===== src/hw/rtl/pkic_pkg.sv =====
// shared widths, constants, codes and control structs of the interval coalescer
`default_nettype none

package pkic_pkg;

  // fixed field widths
  localparam int KEY_IN_W   = 5;
  localparam int CHROM_W    = 16;
  localparam int POS_W      = 32;
  localparam int SCORE_W    = 16;
  localparam int STATUS_W   = 8;
  localparam int CFG_W      = 20;

  // register port
  localparam int APB_ADDR_W = 3;
  localparam int APB_DATA_W = 32;

  // most results one flush may produce
  localparam int MAX_RESULTS = 32;
  localparam int CNT_W       = $clog2(MAX_RESULTS);

  // register reset values
  localparam logic [CFG_W-1:0] MERGE_GAP_RESET = 20'd500;
  localparam logic [CFG_W-1:0] MIN_SIZE_RESET  = 20'd10000;

  // operation codes
  localparam logic OP_INTERVAL = 1'b0;
  localparam logic OP_FLUSH    = 1'b1;

  // register index, taken from address bit 2
  localparam logic REG_MERGE_GAP = 1'b0;
  localparam logic REG_MIN_SIZE  = 1'b1;

  // source of an emitted result
  typedef enum logic [1:0] {
    SRC_CUR,
    SRC_PEND_KEY,
    SRC_PEND_SCAN
  } emit_src_t;

  // commands from the controller to the datapath
  typedef struct packed {
    logic      load_req;
    logic      rd_key;
    logic      rd_scan;
    logic      mul;
    logic      div_init;
    logic      div_step;
    logic      apply_merge;
    logic      clr_key;
    logic      clr_scan;
    logic      pend_write;
    logic      scan_init;
    logic      scan_step;
    logic      out_load;
    logic      out_last;
    emit_src_t out_src;
  } dp_cmd_t;

  // status from the datapath to the controller
  typedef struct packed {
    logic op_flush;
    logic key_ok;
    logic key_valid;
    logic merge_hit;
    logic cur_emit;
    logic scan_valid;
    logic scan_end;
    logic more_after;
    logic count_full;
    logic div_done;
    logic out_ready;
  } dp_sts_t;

endpackage

`default_nettype wire


===== src/hw/rtl/pkic_ctrl.sv =====
// controller state machine of the interval coalescer
`default_nettype none

module pkic_ctrl import pkic_pkg::*; (
  input  wire logic    clk,
  input  wire logic    rst,
  input  wire logic    req_valid,
  output logic         req_stall,
  output dp_cmd_t      cmd,
  input  wire dp_sts_t sts
);

  typedef enum logic [3:0] {
    ST_IDLE,
    ST_DECODE,
    ST_LOOKUP,
    ST_DIV_INIT,
    ST_DIV,
    ST_MERGE,
    ST_EMIT_PEND,
    ST_CUR,
    ST_SCAN,
    ST_SCAN_EMIT
  } state_t;

  state_t state;
  state_t state_next;
  logic   scan_last;

  // a flush result is final when nothing pending lies above it or the limit is hit
  assign scan_last = !sts.more_after || sts.count_full;

  // new request only taken while idle
  assign req_stall = (state != ST_IDLE);

  // next state and commands
  always_comb begin
    state_next = state;
    cmd        = '0;
    case (state)
      ST_IDLE: begin
        if (req_valid) begin
          cmd.load_req = 1'b1;
          state_next   = ST_DECODE;
        end
      end
      ST_DECODE: begin
        if (sts.op_flush) begin
          cmd.scan_init = 1'b1;
          state_next    = ST_SCAN;
        end else if (!sts.key_ok) begin
          state_next = ST_IDLE;
        end else if (sts.key_valid) begin
          cmd.rd_key = 1'b1;
          state_next = ST_LOOKUP;
        end else begin
          state_next = ST_CUR;
        end
      end
      ST_LOOKUP: begin
        if (sts.merge_hit) begin
          cmd.mul    = 1'b1;
          state_next = ST_DIV_INIT;
        end else begin
          state_next = ST_EMIT_PEND;
        end
      end
      ST_DIV_INIT: begin
        cmd.div_init = 1'b1;
        state_next   = ST_DIV;
      end
      ST_DIV: begin
        if (sts.div_done) begin
          state_next = ST_MERGE;
        end else begin
          cmd.div_step = 1'b1;
        end
      end
      ST_MERGE: begin
        cmd.apply_merge = 1'b1;
        cmd.clr_key     = 1'b1;
        state_next      = ST_CUR;
      end
      ST_EMIT_PEND: begin
        if (sts.out_ready) begin
          cmd.out_load = 1'b1;
          cmd.out_src  = SRC_PEND_KEY;
          cmd.out_last = !sts.cur_emit;
          cmd.clr_key  = 1'b1;
          state_next   = ST_CUR;
        end
      end
      ST_CUR: begin
        if (sts.cur_emit) begin
          if (sts.out_ready) begin
            cmd.out_load = 1'b1;
            cmd.out_src  = SRC_CUR;
            cmd.out_last = 1'b1;
            state_next   = ST_IDLE;
          end
        end else begin
          cmd.pend_write = 1'b1;
          state_next     = ST_IDLE;
        end
      end
      ST_SCAN: begin
        if (sts.scan_valid) begin
          cmd.rd_scan = 1'b1;
          state_next  = ST_SCAN_EMIT;
        end else if (sts.scan_end) begin
          state_next = ST_IDLE;
        end else begin
          cmd.scan_step = 1'b1;
        end
      end
      ST_SCAN_EMIT: begin
        if (sts.out_ready) begin
          cmd.out_load = 1'b1;
          cmd.out_src  = SRC_PEND_SCAN;
          cmd.out_last = scan_last;
          cmd.clr_scan = 1'b1;
          if (scan_last) begin
            state_next = ST_IDLE;
          end else begin
            cmd.scan_step = 1'b1;
            state_next    = ST_SCAN;
          end
        end
      end
      default: begin
        state_next = ST_IDLE;
      end
    endcase
  end

  // state register
  always_ff @(posedge clk) begin
    if (rst) begin
      state <= ST_IDLE;
    end else begin
      state <= state_next;
    end
  end

endmodule

`default_nettype wire


===== config.mk =====
export PLATFORM = sky130hd
export DESIGN_NAME = pkic_ctrl
export DESIGN_NICKNAME = d
export VERILOG_FILES = /design/src/hw/rtl/pkic_pkg.sv /design/src/hw/rtl/pkic_ctrl.sv
export SDC_FILE = /design/constraint.sdc
export NUM_CORES = 1
export LEC_CHECK = 0
export BUFFER_PORTS_ARGS = -buffer_cell sky130_fd_sc_hd__buf_2
export CORE_AREA = 2 2 51 53
export DETAILED_ROUTE_END_ITERATION = 12
export DIE_AREA = 0 0 53 55
export GPL_TIMING_DRIVEN = 0
export PLACE_DENSITY = 0.53
export SETUP_SLACK_MARGIN = 0.5
export SKIP_CTS_REPAIR_TIMING = 1
export SLEW_MARGIN = 40
export SYNTH_ARGS = -nofsm -noshare
export SYNTH_HDL_FRONTEND = slang
export SYNTH_SLANG_ARGS = --single-unit

===== constraint.sdc =====
create_clock -name clk -period 5.3 [get_ports clk]
set_clock_uncertainty 0.15 [all_clocks]
set_input_delay 0.53 -clock clk [delete_from_list [all_inputs] [get_ports clk]]
set_output_delay 0.53 -clock clk [all_outputs]
set_load 0.05 [all_outputs]

==> impl_metrics.env, run 1 <==
export IMPL_design_die_area_um2=2920
export IMPL_top_register="state"
export IMPL_synthMuxAreaShare=0.0204
export IMPL_synth_top_family_by_area="simple AND/OR/NAND/NOR gates"
export IMPL_drt_iter0_markers=27
export IMPL_cts_max_path_buffers=2
export IMPL_io_pins=31
export IMPL_timing_final_ws_setup_ns=2.83
export IMPL_grt_setup_unrepaired="no"
export IMPL_yosysTopAreaCell="dfxtp_1"
export IMPL_dr_total_vias=697
export IMPL_p_leak_uw=0.000369
export IMPL_worst_slew_pin_slew_ns=0.584
export IMPL_timing_hold_violations_final=0
export IMPL_cts_tree="yes"
export IMPL_crit_path_start_kind="register"
export IMPL_syn_inst=75
export IMPL_crit_family="simple AND/OR/NAND/NOR gates"
export IMPL_slew_headroom=0.601
export IMPL_synth_main_ff_cell="dfxtp_1"
export IMPL_initial_core_util=0.233
export IMPL_yosys_area_share_simple=0.415
export IMPL_clkTransAtPathRegs_ns=0.04
export IMPL_dp_slack_ns=3.06
export IMPL_std_cell_rows=18
export IMPL_hold_class="primary input to register"
export IMPL_slowest_delay_ns=0.56
export IMPL_peakVddDrop_v=0.000129
export IMPL_root_buffer="clkbuf_4"
export IMPL_avgSynthCellArea_um2=7.36
export IMPL_detail_route_antenna_nets=0
export IMPL_post_route_drc_count=0
export IMPL_netlist_area_um2=552
export IMPL_fill_cells=277
export IMPL_die_w_um=53
export IMPL_dr_pass1_iters=4
export IMPL_crit_path_max_fanout=5
export IMPL_port_buffers=30
export IMPL_htree_levels=1
export IMPL_slowest_stage="or4bb_1"
export IMPL_cp_cell_sequence="or4bb_1, nor2_1, a31o_1, buf_2"
export IMPL_synth_top_cells_by_area="dfxtp_1, nor2b_1, o32ai_4"
export IMPL_dp_hpwl_mm=1.39
export IMPL_syn_to_final_growth_pct=38.1
export IMPL_grt_max_degree=11
export IMPL_min_period_over_period=0.467
export IMPL_antenna_found_initial=0
export IMPL_overflow=0
export IMPL_path_class="register to primary output"
export IMPL_antennaDiodeCount=0
export IMPL_largest_reg_flops=4
export IMPL_synth_seq_cells=4
export IMPL_grt_pass1_vias=632
export IMPL_core_area_um2=2360
export IMPL_fin_tns_setup_ns=0
export IMPL_gp_congestion=0.805
export IMPL_synthTopCellsByCount="nand2_1, nor2_1, inv_1, nor2b_1, nor3_1"
export IMPL_worstSkewPairLatency_ns=0.23
export IMPL_maxCapViolations=0
export IMPL_wl_mm=1.64
export IMPL_yosysUniqueCellTypes=40
export IMPL_synth_edf_count=0
export IMPL_wire_per_inst_um=11.9
export IMPL_cp_end_kind="primary output"
export IMPL_status="complete, no violations"
export IMPL_yosysSeqAreaShare=0.145
export IMPL_top_regs="state (4)"
export IMPL_crit_buf_inv=1
export IMPL_async_reset_ff_frac=0
export IMPL_p_per_area_nw_per_um2=453
export IMPL_min_period_ns=2.47
export IMPL_synth_nets=89
export IMPL_drv_slew=0
export IMPL_cts_buffers=3
export IMPL_synthXorXnorAreaFrac=0.0159
export IMPL_ys_warn_count=0
export IMPL_synth_most_common_cell="nand2_1"
export IMPL_layout_drive_gt1_share=0.389
export IMPL_final_area_um2=762
export IMPL_max_freq_mhz=404
export IMPL_synth_top_area_frac=0.145
export IMPL_synthAdderAreaFrac=0
export IMPL_grt_pass1_wl_mm=2.47
export IMPL_cp_arrival_ns=1.79
export IMPL_vias_per_cell=5.05
export IMPL_synth_compound_area_frac=0.320
export IMPL_clock_sinks=4
export IMPL_die_y_um=55
export IMPL_dpl_cell_area_um2=739
export IMPL_final_setup_viol_count=0
export IMPL_fin_nets=124
export IMPL_critPathRequiredTime_ns=4.62
export IMPL_grt_total_usage=0.114
[worst paths after layout]
path,depth (start not counted),slack [ns],to,from
worst max-delay path,4,2.83,cmd[4],state[3]$_SDFFE_PP0P_
worst min-delay path,2,0.36,state[3]$_SDFFE_PP0P_,rst
worst max register to register,5,3.45,state[3]$_SDFFE_PP0P_,state[3]$_SDFFE_PP0P_
worst min register to register,2,0.59,state[2]$_SDFFE_PP0P_,state[2]$_SDFFE_PP0P_
[cells in the final DEF, fill, tap and decap left out, types with 2 or more instances in the layout]
master / Yosys / routed
and2_1: 2 / 2
buf_2: 1 / 31
inv_1: 5 / 5
nor2b_1: 5 / 5
dfxtp_1: 4 / 4
nor3b_1: 2 / 2
clkbuf_1: 3 / 3
a221oi_1: 2 / 2
nor3_1: 5 / 5
a21oi_1: 2 / 2
nand2_1: 7 / 7
and4_1: 2 / 2
clkbuf_4: 0 / 3
nand3b_1: 2 / 2
o22ai_1: 2 / 2
nor2_1: 6 / 6
[stage by stage]
stage / utilization / power, µW / instances / hold WS (ns)
final: 0.322 / 345 / 138 / 0.363
after global routing: 0.322 / 372 / 138 / 0.351
after CTS: 0.322 / 347 / 138 / 0.357
after detailed placement: 0.313 / 308 / 135 / 0.588
after global placement: 0.313 / 311 / 135 / 0.603
after floorplan: - / 254 / 75 / 0.445
[layout make-up]
type / instances / area (µm²) / share of cell area
plain buffers: 5 / 23.8 / 0.0312
clock buffers: 3 / 22.5 / 0.0296
inverters: 6 / 22.5 / 0.0296
multi-input cells: 60 / 425 / 0.558
flip-flops and latches: 4 / 80.1 / 0.105
well taps: 30 / 37.5 / 0.0493
repair buffers: 30 / 150 / 0.197
[power breakdown]
group          switching, µW  internal (µW)
Combinational            174           83.8
Sequential              11.3           39.7
Clock                   11.6           25.3
[per-layer routing]
metal / track usage / part of all wire / wire [µm]
met2: 0.221 / 0.53 / 867
met4: 0.0598 / 0.0012 / 2
met5: 0 / 0 / 0
met1: 0.116 / 0.38 / 626
met3: 0.0215 / 0.089 / 147
[worst reg2reg max path, delay by kind of cell (launching register included)]
| family | cells | cell delay (ns) |
|---|---|---|
| flops | 1 | 0.36 |
| compound gates | 3 | 0.70 |
| buf+inv | 1 | 0.33 |
| simple gates | 1 | 0.16 |
[cells by family (layout without fill, tap and decap cells)]
family                    after synthesis  in the layout
and+or+nand+nor                        39             39
AOI/OAI and AO/OA                      19             19
buffers and inverters                  11             44
DFF                                     4              4
xor gates and xnor gates                1              1
muxes                                   1              1
(Power assumes the default switching activity.)
==> inputs of run 2 (changes only) <==
==> constraint.sdc (replaced) <==
create_clock -name clk -period 2.4 [get_ports clk]
set_clock_uncertainty 0.15 [all_clocks]
set_input_delay 0.24 -clock clk [delete_from_list [all_inputs] [get_ports clk]]
set_output_delay 0.24 -clock clk [all_outputs]
set_load 0.05 [all_outputs]
==> impl_metrics.env, run 2 (synthesis gave the netlist of run 1 again) <==
export IMPL_pwr_share_clk=0.090
export IMPL_p_leak_uw=0.000441
export IMPL_peakVddDrop_v=0.000361
export IMPL_hold_worst_slack_ns=0.0639
export IMPL_wire_per_inst_um=12.1
export IMPL_status="complete, no violations"
export IMPL_cts_max_path_buffers=2
export IMPL_dpl_cell_area_um2=792
export IMPL_overflow=0
export IMPL_seqPwrFrac=0.132
export IMPL_cp_arrival_ns=1.61
export IMPL_critPathRequiredTime_ns=2.01
export IMPL_worstSkewPairLatency_ns=0.23
export IMPL_maxCapViolations=0
export IMPL_r2r_start="state[2]$_SDFFE_PP0P_"
export IMPL_top_register="state"
export IMPL_wl_mm=1.75
export IMPL_gp_congestion=0.818
export IMPL_antenna_found_initial=0
export IMPL_crit_path_start_kind="register"
export IMPL_max_freq_mhz=500
export IMPL_reg2reg_depth=4
export IMPL_fin_nets=131
export IMPL_port_buffers=30
export IMPL_antennaDiodeCount=0
export IMPL_hold_end="state[0]$_SDFFE_PP0P_"
export IMPL_largest_reg_flops=4
export IMPL_crit_path_max_fanout=5
export IMPL_cp_end_kind="primary output"
export IMPL_hold_class="primary input to register"
export IMPL_p_sw_frac=0.536
export IMPL_worst_slew_pin_slew_ns=0.361
export IMPL_htree_levels=1
export IMPL_grt_setup_unrepaired="yes"
export IMPL_p_total_uw=895
export IMPL_grt_pass1_wl_mm=2.68
export IMPL_min_period_ns=2.00
export IMPL_io_pins=31
export IMPL_post_route_drc_count=0
export IMPL_grt_pass1_vias=629
export IMPL_final_area_um2=990
export IMPL_top_regs="state (4)"
export IMPL_design_die_area_um2=2920
export IMPL_drt_iter0_markers=18
export IMPL_vias_per_cell=4.96
export IMPL_switchingPower_uw=479
export IMPL_dr_pass1_iters=4
export IMPL_path_class="register to primary output"
export IMPL_grt_total_usage=0.127
export IMPL_initial_core_util=0.233
export IMPL_min_path_cells=2
export IMPL_fin_tns_setup_ns=0
export IMPL_clock_sinks=4
export IMPL_die_y_um=55
export IMPL_hold_start="rst"
export IMPL_std_cell_rows=18
export IMPL_clkTransAtPathRegs_ns=0.04
export IMPL_cts_buffers=3
export IMPL_layout_drive_gt1_share=0.617
export IMPL_final_cell_mix="buf_2, buf_4, buf_6, nand2_1, clkbuf_4"
export IMPL_min_period_over_period=0.833
export IMPL_slew_headroom=0.759
export IMPL_timing_hold_violations_final=0
export IMPL_drv_slew=0
export IMPL_final_setup_viol_count=0
export IMPL_die_w_um=53
export IMPL_r2r_end="state[0]$_SDFFE_PP0P_"
export IMPL_reg2reg_slack_ns=0.62
export IMPL_cts_tree="yes"
export IMPL_syn_to_final_growth_pct=79.4
export IMPL_dp_hpwl_mm=1.37
export IMPL_detail_route_antenna_nets=0
export IMPL_layout_commonest_cell="buf_2"
export IMPL_root_buffer="clkbuf_4"
export IMPL_dr_total_vias=719
export IMPL_intPower_uw=416
export IMPL_grt_max_degree=11
export IMPL_core_area_um2=2360
export IMPL_fin_util=0.419
export IMPL_p_per_area_nw_per_um2=904
export IMPL_combPwrFrac=0.777
run 2: cell types whose count changed in the layout (fill, tap and decap cells not counted), sizes merged:
cell / before / now
buf: 32 / 37
clkbuf: 6 / 8
run 2: through the flow:
step	instances	worst slack, ns
after floorplan	75	0.161
after global placement	135	0.432
after detailed placement	135	0.444
after CTS	138	0.200
after global routing	145	0.338
final	145	0.402
run 2: layout make-up:
type / instances / area (µm²)
inverters: 6 / 22.5
plain buffers: 5 / 36.3
well taps: 30 / 37.5
clock buffers: 3 / 22.5
repair buffers: 37 / 273
multi-input cells: 60 / 510
fillers: 239 / 1380
flip-flops and latches: 4 / 87.6
run 2: how the worst max path moves through the flow:
stage	slack, ns	startpoint	cells past startpoint	endpoint
6_report	0.40	state[0]$_SDFFE_PP0P_	4	cmd[2]
2_1_floorplan	0.16	state[2]$_SDFFE_PP0P_	4	cmd[8]
5_1_grt	0.34	state[1]$_SDFFE_PP0P_	4	cmd[2]
3_5_place_dp	0.44	state[3]$_SDFFE_PP0P_	5	state[3]$_SDFFE_PP0P_
3_3_place_gp	0.43	state[3]$_SDFFE_PP0P_	5	state[3]$_SDFFE_PP0P_
4_1_cts	0.20	state[1]$_SDFFE_PP0P_	6	cmd[8]
run 2: metal layers:
metal  vias up  track usage  part of all wire
li1        360            -                 -
met1       337        0.152              0.43
met2        22        0.206              0.52
met3         0       0.0511             0.048
met4         0       0.0470                 0
met5         -            0                 0
run 2: power by group through the flow:
stage / sequential [µW] / combinational, µW / clock, µW
2_1_floorplan: 105 / 480 / 0
3_3_place_gp: 114 / 594 / 0
3_5_place_dp: 114 / 594 / 0
4_1_cts: 113 / 594 / 85.1
5_1_grt: 121 / 745 / 99.4
6_report: 118 / 696 / 80.8
run 2: critical path, stage by stage (launching register included):
cell and delay, ns:
dfxtp_4 0.35, or4bb_4 0.56, o22ai_1 0.15, and2_1 0.16
buf_6 0.16
